$ cat config.mk
export PLATFORM = sky130hd
export DESIGN_NAME = psa_div
export DESIGN_NICKNAME = d
export VERILOG_FILES = /design/src/hdl/psa_pkg.sv /design/src/hdl/psa_div.sv
export SDC_FILE = /design/constraint.sdc
export NUM_CORES = 1
export LEC_CHECK = 0
export ABC_CLOCK_PERIOD_IN_PS = 3000
export BUFFER_PORTS_ARGS = -buffer_cell sky130_fd_sc_hd__buf_2
export CAP_MARGIN = 30
export CORE_MARGIN = 10
export CORE_UTILIZATION = 54
export CTS_CLUSTER_SIZE = 14
export DETAILED_ROUTE_END_ITERATION = 12
export MAX_ROUTING_LAYER = met4
export PLACE_DENSITY = 0.88
export SLEW_MARGIN = 20
export SYNTH_ARGS = -nofsm -noshare
export SYNTH_HDL_FRONTEND = slang
export SYNTH_SLANG_ARGS = --single-unit
$ cat constraint.sdc
create_clock -name i_clk -period 3 [get_ports i_clk]
set_input_delay 0.3 -clock i_clk [delete_from_list [all_inputs] [get_ports i_clk]]
set_output_delay 0.3 -clock i_clk [all_outputs]
set_load 0.03 [all_outputs]
$ cat src/hdl/psa_pkg.sv
// ----------------------------------------------------------------------------
// psa_pkg
// Types and constants shared by the partitioned slab allocator modules.
// ----------------------------------------------------------------------------
package psa_pkg;

    localparam int KEY_W      = 12;
    localparam int SLAB_OUT_W = 10;
    localparam int KPP_W      = 13;
    localparam int THR_W      = 8;
    localparam int RCNT_W     = 13;

    localparam logic [KPP_W-1:0] KPP_RESET = 13'd256;
    localparam logic [THR_W-1:0] THR_RESET = 8'd4;

    // register index, taken from paddr[2]
    localparam logic REG_KPP = 1'b0;
    localparam logic REG_THR = 1'b1;

    typedef enum logic [1:0] {
        REQ_INSERT    = 2'd0,
        REQ_GET       = 2'd1,
        REQ_FREE_PART = 2'd2,
        REQ_FREE_SLAB = 2'd3
    } t_req_type;

    typedef enum logic [1:0] {
        STS_OK           = 2'd0,
        STS_NOT_MAPPED   = 2'd1,
        STS_NO_SLAB      = 2'd2,
        STS_OUT_OF_RANGE = 2'd3
    } t_status;

    typedef struct packed {
        t_req_type          req_type;
        logic [KEY_W-1:0]   key;
    } t_req;

    typedef struct packed {
        t_status                 status;
        logic [SLAB_OUT_W-1:0]   slab_index;
        logic                    released;
        logic [RCNT_W-1:0]       released_count;
    } t_result;

    typedef struct packed {
        logic               done;
        logic [KEY_W-1:0]   quotient;
        logic [KEY_W-1:0]   remainder;
    } t_div_res;

    typedef enum logic [3:0] {
        ST_CLEAR,
        ST_IDLE,
        ST_DIV,
        ST_FIFO_USE,
        ST_KV_USE,
        ST_DREF_USE,
        ST_WALK_RD,
        ST_WALK_USE,
        ST_DONE
    } t_state;

endpackage

$ cat src/hdl/psa_div.sv
// ----------------------------------------------------------------------------
// psa_div
// Restoring divider: one quotient bit per cycle until all key bits are done.
// ----------------------------------------------------------------------------
module psa_div (
    input  logic                          i_clk,
    input  logic                          i_rst_n,
    input  logic                          i_start,
    input  logic [psa_pkg::KEY_W-1:0]     i_dividend,
    input  logic [psa_pkg::KPP_W-1:0]     i_divisor,
    output psa_pkg::t_div_res             o_res
);

    localparam int STEP_W = $clog2(psa_pkg::KEY_W);

    logic                          r_busy;
    logic                          r_done;
    logic [STEP_W-1:0]             r_step;
    logic [psa_pkg::KEY_W-1:0]     r_quo;
    logic [psa_pkg::KEY_W-1:0]     r_rem;
    logic [psa_pkg::KPP_W-1:0]     r_dvs;

    logic [psa_pkg::KEY_W:0]       trial;
    logic                          ge;

    assign trial = {r_rem, r_quo[psa_pkg::KEY_W-1]};
    assign ge    = (trial >= r_dvs);

    always_ff @(posedge i_clk) begin
        if (!i_rst_n) begin
            r_busy <= 1'b0;
            r_done <= 1'b0;
            r_step <= '0;
        end else if (i_start) begin
            r_busy <= 1'b1;
            r_done <= 1'b0;
            r_step <= '0;
        end else if (r_busy) begin
            r_step <= r_step + 1'b1;
            if (r_step == STEP_W'(psa_pkg::KEY_W - 1)) begin
                r_busy <= 1'b0;
                r_done <= 1'b1;
            end
        end else begin
            r_done <= 1'b0;
        end
    end

    always_ff @(posedge i_clk) begin
        if (i_start) begin
            r_quo <= i_dividend;
            r_rem <= '0;
            r_dvs <= i_divisor;
        end else if (r_busy) begin
            r_quo <= {r_quo[psa_pkg::KEY_W-2:0], ge};
            r_rem <= ge ? psa_pkg::KEY_W'(trial - r_dvs) : trial[psa_pkg::KEY_W-1:0];
        end
    end

    assign o_res.done      = r_done;
    assign o_res.quotient  = r_quo;
    assign o_res.remainder = r_rem;

endmodule

; ---- After elaboration in Yosys (flattened, before gate mapping)
; Index checks and enable logic that the tools add are counted.
[op_classes]
addsub = 2
order_cmp = 1
eq_ne = 1
n_mux = 6
bitwise = 2
n_reduce_logical = 3
[ops]
columns = op, count
row1 = $mux W12, 3
row2 = $ge A13 B13 Y1, 1
row3 = $sub A12 B12 Y12, 1
row4 = $add A4 B1 Y4 const B, 1
row5 = $eq A4 B4 Y1 const B, 1
row6 = $mux W1, 3
row7 = $reduce_or A3 Y1, 1
row8 = $not A1 Y1, 2
row9 = $reduce_bool A2 Y1, 1
row10 = $reduce_or A2 Y1, 1
[word_totals]
ff_bits = 43
in_bits = 28

; ---- Longest topological paths before layout
; Gate-level depths: netlist of run 1.
[logic_depth]
ltp_word = 4
mapped_depth = 9

; ---- Worst setup path after synthesis of run 1
; Ideal clock, no wire load.
[synth_timing]
path_type = register to register
start = register r_quo[11] in the netlist's numbering
end = register r_rem[10] in the netlist's numbering
setup_time_ps = 142
arrival_ps = 2282
required_ps = 2858
setup_slack_ps = 576
path_stages_with_launch = 10
path_buffers = 0
synth_period_minus_slack_ps = 2424
path_cell_list = edfxtp_1 > inv_1 > ha_1 > fa_1 > nand2b_1 > a21bo_2 > a21boi_0 > mux2_2 > o21ai_1 > a311oi_1
[synth_between]
elab_chain_len = 2
elab_cells_between_ends = 3
[synth_lines]
columns = element, line_no
row1 = "start, declared", psa_div.sv:19  ; logic [psa_pkg::KEY_W-1:0] r_quo;
row2 = "start signal, assigned", psa_div.sv:51  ; r_quo <= i_dividend;
row3 = "start signal, assigned", psa_div.sv:55  ; r_quo <= {r_quo[psa_pkg::KEY_W-2:0], ge};
row4 = $sub A12 B12 Y12 / $ge A13 B13 Y1 (equally long branches), "psa_div.sv:56, psa_div.sv:27"
row5 = $mux W12 (*), psa_div.sv:56  ; r_rem <= ge ? psa_pkg::KEY_W'(trial - r_dvs) : trial[psa_pkg::KEY_W-1:0];
row6 = "end signal, assigned", psa_div.sv:56
row7 = "end, declared", psa_div.sv:20  ; logic [psa_pkg::KEY_W-1:0] r_rem;
; Every way passes the cells marked *; elsewhere a longest branch is shown, timed or not.
; A chain may end at the register's enable or synchronous reset.

; ---- Final worst setup path of run 1
[layout_timing]
start = register r_dvs[10] in the netlist's numbering
end = register r_quo[0] in the netlist's numbering, data pin
[layout_between]
elab_chain_len = 3
[layout_lines]
columns = element, line_no
row1 = "start, declared", psa_div.sv:21  ; logic [psa_pkg::KPP_W-1:0] r_dvs;
row2 = "start signal, assigned", psa_div.sv:53  ; r_dvs <= i_divisor;
row3 = $ge A13 B13 Y1, psa_div.sv:27  ; assign ge = (trial >= r_dvs);
row4 = $mux W12, psa_div.sv:54  ; end else if (r_busy) begin
row5 = $mux W12, psa_div.sv:50  ; if (i_start) begin
; Every way passes these cells. The select of a mux whose other input is x is not followed.

==> flow_summary_export.csv, run 1 <==
group,metric,value,unit
cts,cts-root-buf,"clkbuf_8",
power_and_ir_drop,power.share.clock,0.264,
cts,htree_num_levels,2,
floorplan,chipHeight,86.4,µm
outcome,outcome,"completed",
sta,period_minus_slack,2.39,ns
final_layout,final_nets,320,
yosys,synthMuxAreaShare,0.0826,
min_path,min_path_cells,1,
power_and_ir_drop,p_int,1.00,mW
sta,max_freq,419,MHz
sta,clock_skew,0.00448,ns
sta,worst_pin_slew,0.673,ns
worst_setup_path,reg2reg_depth,7,
job,max_cap_viol_count,0,
power_and_ir_drop,p_seq_frac,0.488,
worst_setup_path,cp.required,3.05,ns
drt,routed_wl,5350,µm
power_and_ir_drop,leakage,1.24,nW
drt,final_antenna_net_count,0,
final_layout,layout_common_cells,"buf_2, edfxtp_1, nor2_1, inv_1, dfxtp_1",
sta,finalHoldViolations,0,
drt,wl_met1,2310,µm
drt,drtIter0Drc,140,
sta,rsz0062_at_grt,"no",
cts,cts_resized,0,
cts,clk_latency,0.29,ns
grt,gr-total-overflow,0,
power_and_ir_drop,power-per-cell-area,520,mW/mm²
cts,numCtsBuffers,5,
yosys,avgSynthCellArea,10.6,µm²
worst_setup_path,worstSetupStartpointType,"flop",
placement,place.gp.congestion,0.963,
power_and_ir_drop,peakVddDrop,0.291,mV
placement,place.detailed.hpwl,4080,µm
cts,cts_buffer_depth,2,
final_layout,antennaDiodeCount,0,
floorplan,dieArea,0.00746,mm²
floorplan,initial_utilization,0.550,
drt,wl_met2,2670,µm
yosys,synthSimpleGateAreaFrac,0.127,
sta,finalCritPeriodShare,0.796,
drt,wl_per_cell,16.2,µm
yosys,yosysWarnings,0,
yosys,syn_inst,224,
yosys,synth-edff-count,25,
power_and_ir_drop,switchingPower,0.434,mW
final_layout,syn_to_final_growth,16.0,%
sta,final_max_slew_viol_count,0,
floorplan,io_pins,53,
final_layout,final_common_cell,"buf_2",
drt,vias,1830,
final_layout,drive_above_1_share,0.306,
worst_setup_path,rrSetupSlack,0.61,ns
drt,top_layer,"met4",
floorplan,die_x,86.4,µm
cts,cts_sinks,43,
worst_setup_path,cp-end-kind,"flop",
sta,setup_viol,0,
yosys,ys.flop_type,"edfxtp_1",
min_path,hold_class,"primary input to flop",
power_and_ir_drop,swShare,0.302,
drt,drc,0,
grt,grt_max_degree,28,
grt,antenna_found_initial,0,
drt,drt-vias-per-instance,5.55,
cts,cts_setup_buffers,0,
floorplan,row_count,24,
placement,numPortBuffers,52,
yosys,synth_compound_area_frac,0.152,
drt,wl_met3,245,µm
worst_setup_path,critPathMaxFanout,6,
yosys,syn_nets,267,
yosys,synthXorXnorAreaFrac,0.0331,
cts,cts_tree,"built",
yosys,yosysUniqueCellTypes,48,
yosys,ys_async_sr_fraction,0,
yosys,syn_area,0.00238,mm²
yosys,yosysSeqAreaShare,0.467,
worst_setup_path,cp.arrival,2.44,ns
floorplan,core-area,0.00432,mm²
sta,whs,0.177,ns
yosys,synth_seq_cells,43,
grt,grt_first_pass_wirelength,8580,µm
power_and_ir_drop,combPwrFrac,0.248,
drt,first_pass_iters,4,
cts,clk_pin_slew_worst_paths,0.08,ns
grt,grtUsageTotal,0.146,
worst_setup_path,critPathKind,"flop to flop",
sta,tns,0,ns
cts,hold_buffers,0,
grt,grt_pass1_vias,1864,
sta,max_slew_margin,0.547,
yosys,synth_top_family_by_area,"compound AO/OA/AOI/OAI gates",
yosys,synthAdderAreaFrac,0.0821,
==> per-stage QoR <==
stage / utilization / power [mW] / worst slack (ns) / cells / instance area [µm²]
3_3_place_gp: 0.617 / 1.05 / 0.738 / 322 / 2670
5_1_grt: 0.638 / 1.50 / 0.469 / 330 / 2760
6_report: 0.638 / 1.44 / 0.611 / 330 / 2760
3_5_place_dp: 0.617 / 1.07 / 0.645 / 322 / 2670
4_1_cts: 0.638 / 1.44 / 0.618 / 330 / 2760
2_1_floorplan: - / 0.974 / 0.576 / 224 / 2380
==> Yosys cell counts (11+ instances only) <==
cell type / instances / share of area
edfxtp_1: 25 / 0.32
mux2_2: 13 / 0.062
nand2_1: 14 / 0.022
dfxtp_1: 18 / 0.15
inv_1: 22 / 0.035
nor2_1: 23 / 0.036
ha_1: 14 / 0.074
a21oi_1: 11 / 0.023
==> path summary, 6_finish.rpt <==
path                                   start  endpoint
worst max-delay path               r_dvs[10]  r_quo[0]
worst min-delay path            i_divisor[3]  r_dvs[3]
worst max register to register     r_dvs[10]  r_quo[0]
worst min register to register        r_done    r_done
==> cell type report <==
cell class / count / area, µm²
fill: 364 / 1560
multi-input combinational: 151 / 1130
sequential: 43 / 1110
timing repair buffer: 54 / 275
clock buffer: 7 / 86.3
inverter: 22 / 82.6
tap: 52 / 65.1
clock inverter: 1 / 5.00
==> flip-flops by register name, summed over array words and instances (netlist names) <==
register  flops
r_busy        1
r_done        1
r_quo        12
r_dvs        13
r_rem        12
r_step        4
==> metal layers <==
layer,up-vias,track usage
met1,866,0.158
met4,0,0.0633
met5,-,-
met3,10,0.0366
li1,906,-
met2,48,0.246
==> power groups by stage <==
stage / sequential (mW) / clock (mW) / combinational [mW]
final: 0.701 / 0.379 / 0.356
after global routing: 0.706 / 0.407 / 0.391
after CTS: 0.701 / 0.385 / 0.358
after detailed placement: 0.714 / 0 / 0.355
after global placement: 0.711 / 0 / 0.344
after floorplan: 0.767 / 0 / 0.206
==> cell families (layout without fill, tap and decap cells) <==
| logic type | after synthesis | count (layout) |
|---|---|---|
| AO/OA/AOI/OAI | 47 | 47 |
| AND/OR/NAND/NOR | 62 | 62 |
| XOR/XNOR | 9 | 9 |
| multiplexers | 18 | 18 |
| flip-flops | 43 | 43 |
| adder cells (fa/ha/maj) | 15 | 15 |
| buffers and inverters | 30 | 84 |
==> critical path: stages (launching register included) <==
cell	delay (ns)
edfxtp_1	0.38
inv_1	0.07
ha_1	0.28
a21o_1	0.21
a21o_1	0.20
a221oi_4	0.32
o21ai_0	0.32
mux2_2	0.36
(Power assumes the default switching activity.)
==> run 2: changes to the inputs <==
--- a/config.mk
+++ b/config.mk
@@ -5,11 +5,12 @@
 export SDC_FILE = /design/constraint.sdc
 export NUM_CORES = 1
 export LEC_CHECK = 0
-export ABC_CLOCK_PERIOD_IN_PS = 3000
+export ABC_AREA = 1
+export ABC_CLOCK_PERIOD_IN_PS = 2400
 export BUFFER_PORTS_ARGS = -buffer_cell sky130_fd_sc_hd__buf_2
 export CAP_MARGIN = 30
 export CORE_MARGIN = 10
-export CORE_UTILIZATION = 54
+export CORE_UTILIZATION = 55
 export CTS_CLUSTER_SIZE = 14
 export DETAILED_ROUTE_END_ITERATION = 12
 export MAX_ROUTING_LAYER = met4
==> constraint.sdc (replaced) <==
create_clock -name i_clk -period 2.4 [get_ports i_clk]
set_input_delay 0.24 -clock i_clk [delete_from_list [all_inputs] [get_ports i_clk]]
set_output_delay 0.24 -clock i_clk [all_outputs]
set_load 0.03 [all_outputs]
==> run 2 against run 1 <==
Register-to-register slack lost 0.15 ns. Wire length grew 15%. Hold slack lost 0.071 ns. Via count grew 23%. Clock power grew 34%. Highest routed layer unchanged.
==> flow_summary_export.csv, run 2 <==
group,metric,value,unit
outcome,outcome,"completed",
final_layout,final_nets,431,
yosys,synthTopCellsByArea,"edfxtp_1, nand2_1, dfxtp_1",
grt,met2_usage,0.269,
drt,vias,2250,
floorplan,row_count,24,
sta,rsz0062_at_grt,"no",
yosys,ys_async_sr_fraction,0,
yosys,yosysWarnings,0,
drt,drc,0,
min_path,hp-start,"i_divisor[1]",
grt,antenna_found_initial,0,
drt,final_antenna_net_count,0,
power_and_ir_drop,combPwrFrac,0.163,
power_and_ir_drop,power.share.clock,0.313,
sta,final_max_slew_viol_count,0,
floorplan,chipHeight,88.2,µm
sta,finalHoldViolations,0,
min_path,hold_class,"primary input to flop",
placement,place.gp.congestion,0.965,
yosys,yosysSeqAreaShare,0.434,
worst_setup_path,cp.arrival,2.01,ns
cts,numCtsBuffers,5,
yosys,ys_top_cells_by_count,"nand2_1, inv_1, edfxtp_1",
grt,use_met3,0.0414,
cts,clk_pin_slew_worst_paths,0.09,ns
yosys,synth-edff-count,25,
cts,cts_sinks,43,
yosys,yosysUniqueCellTypes,29,
placement,place_inst,433,
placement,post-place-ws,0.481,ns
grt,grt_use_met1,0.215,
cts,cts_tree,"built",
grt,grtUsageTotal,0.172,
drt,drt-vias-per-instance,5.10,
cts,cts_resized,0,
power_and_ir_drop,p_int,1.15,mW
drt,routed_wl,6140,µm
sta,max_freq,515,MHz
drt,first_pass_iters,4,
worst_setup_path,critPathMaxFanout,14,
floorplan,die_x,88.2,µm
power_and_ir_drop,peakVddDrop,0.413,mV
worst_setup_path,r2r-start,"r_rem[1]",
final_layout,syn_to_final_growth,15.8,%
worst_setup_path,cp-end-kind,"flop",
yosys,syn_nets,377,
drt,wl_per_cell,13.9,µm
power_and_ir_drop,swShare,0.290,
drt,drtIter0Drc,139,
yosys,ys.flop_type,"edfxtp_1",
yosys,synth_seq_cells,43,
placement,place.detailed.hpwl,4650,µm
yosys,syn_area,0.00256,mm²
final_layout,top_register,"r_dvs",
yosys,synth_top_cell_by_area,"edfxtp_1",
cts,cts_buffer_depth,2,
final_layout,final_common_cell,"nand2_1",
power_and_ir_drop,total_power,1.62,mW
floorplan,io_pins,53,
grt,gr-total-overflow,0,
final_layout,reg.largest.list,"r_dvs: 13 flops, r_quo: 12 flops, r_rem: 12 flops",
sta,setup_viol,0,
yosys,yosysMostFrequentCell,"nand2_1",
sta,max_slew_margin,0.672,
yosys,avgSynthCellArea,7.67,µm²
final_layout,largest_reg_flops,13,
floorplan,core-area,0.00444,mm²
final_layout,antennaDiodeCount,0,
worst_setup_path,cp.required,2.47,ns
worst_setup_path,critPathKind,"flop to flop",
final_layout,layout_common_cells,"nand2_1, inv_1, buf_2, edfxtp_1, nand3_1",
final_layout,n_fill_cell,400,
floorplan,initial_utilization,0.576,
floorplan,dieArea,0.00779,mm²
grt,grt_max_degree,21,
sta,period_minus_slack,1.94,ns
cts,clk_latency,0.30,ns
cts,cts_setup_buffers,0,
grt,busiest_layer,"met2",
placement,numPortBuffers,52,
yosys,synth_top_area_frac,0.293,
cts,hold_buffers,0,
grt,grt_pass1_vias,2315,
power_and_ir_drop,p_seq_frac,0.524,
final_layout,drive_above_1_share,0.198,
power_and_ir_drop,power-per-cell-area,547,mW/mm²
final_layout,multi_input_area,0.00119,mm²
cts,cts-root-buf,"clkbuf_8",
sta,setup_slack,0.457,ns
power_and_ir_drop,leakage,1.60,nW
worst_setup_path,worstSetupStartpointType,"flop",
sta,worst_pin_slew,0.492,ns
yosys,syn_inst,334,
grt,grt_first_pass_wirelength,10400,µm
worst_setup_path,worst_setup_path_startpoint,"r_rem[1]",
cts,htree_num_levels,2,
final_layout,final_cells,441,
power_and_ir_drop,switchingPower,0.470,mW
sta,tns,0,ns
sta,clock_skew,0.00661,ns
job,max_cap_viol_count,0,
final_layout,regArea,0.00111,mm²
sta,finalCritPeriodShare,0.809,
-- run 2: cell types whose count changed after synthesis, moves of 5 or more --
cell and delta:
a211oi_1 -5, inv_1 +32, mux2_2 -13, mux2i_1 -5, nand2_1 +111, nand3_1 +21
nand4_1 +13, nor2_1 -7
-- run 2: cell families after synthesis --
| family | Yosys count | share of synthesized area |
|---|---|---|
| compound gates | 13 | 0.0313 |
| xor+xnor | 5 | 0.0171 |
| fa+ha+maj | 15 | 0.0762 |
| buf+inv | 64 | 0.101 |
| flops | 43 | 0.434 |
| simple gates | 194 | 0.340 |
-- run 2: final timing paths --
kind,end,slack [ns],cells past startpoint
min,r_dvs[1],0.11,1
min reg2reg,r_rem[8],0.49,2
max,r_quo[0],0.46,9
max reg2reg,r_quo[0],0.46,9
-- run 2: layout make-up --
class                      instances  area share
tap                               52      0.0219
inverter                          54      0.0683
timing repair buffer              57       0.100
multi-input combinational        227       0.402
clock buffer                       6      0.0278
sequential                        43       0.375
clock inverter                     2     0.00548
-- run 2: power by group through the flow --
stage          clock (mW)  combinational [mW]  sequential [mW]
2_1_floorplan           0               0.135            0.908
3_3_place_gp            0               0.262            0.866
3_5_place_dp            0               0.265            0.867
4_1_cts             0.515               0.265            0.852
5_1_grt             0.548               0.295            0.857
6_report            0.509               0.264            0.851
-- run 2: routing by layer --
metal	wire length, µm	vias to the layer above
met2	2870	64
met3	374	9
li1	-	1165
met1	2820	1012
met5	0	-
met4	69	0
-- run 2: through the flow --
step | cell area (µm²) | hold WS [ns] | utilization
detailed placement | 2870 | 0.419 | 0.645
floorplan | 2560 | 0.339 | -
global route | 2970 | 0.0945 | 0.668
global placement | 2870 | 0.417 | 0.645
CTS | 2970 | 0.102 | 0.668
finish | 2970 | 0.106 | 0.668
-- run 2: worst max-delay path: stages (launching register included) --
cell and delay (ns):
dfxtp_1 0.35, ha_1 0.39, nand2_1 0.09, nand2_1 0.07, nand2_1 0.10, nand3_2 0.13, nand2_4 0.19, nand3_4 0.23
nand2_1 0.11, nand2_1 0.05
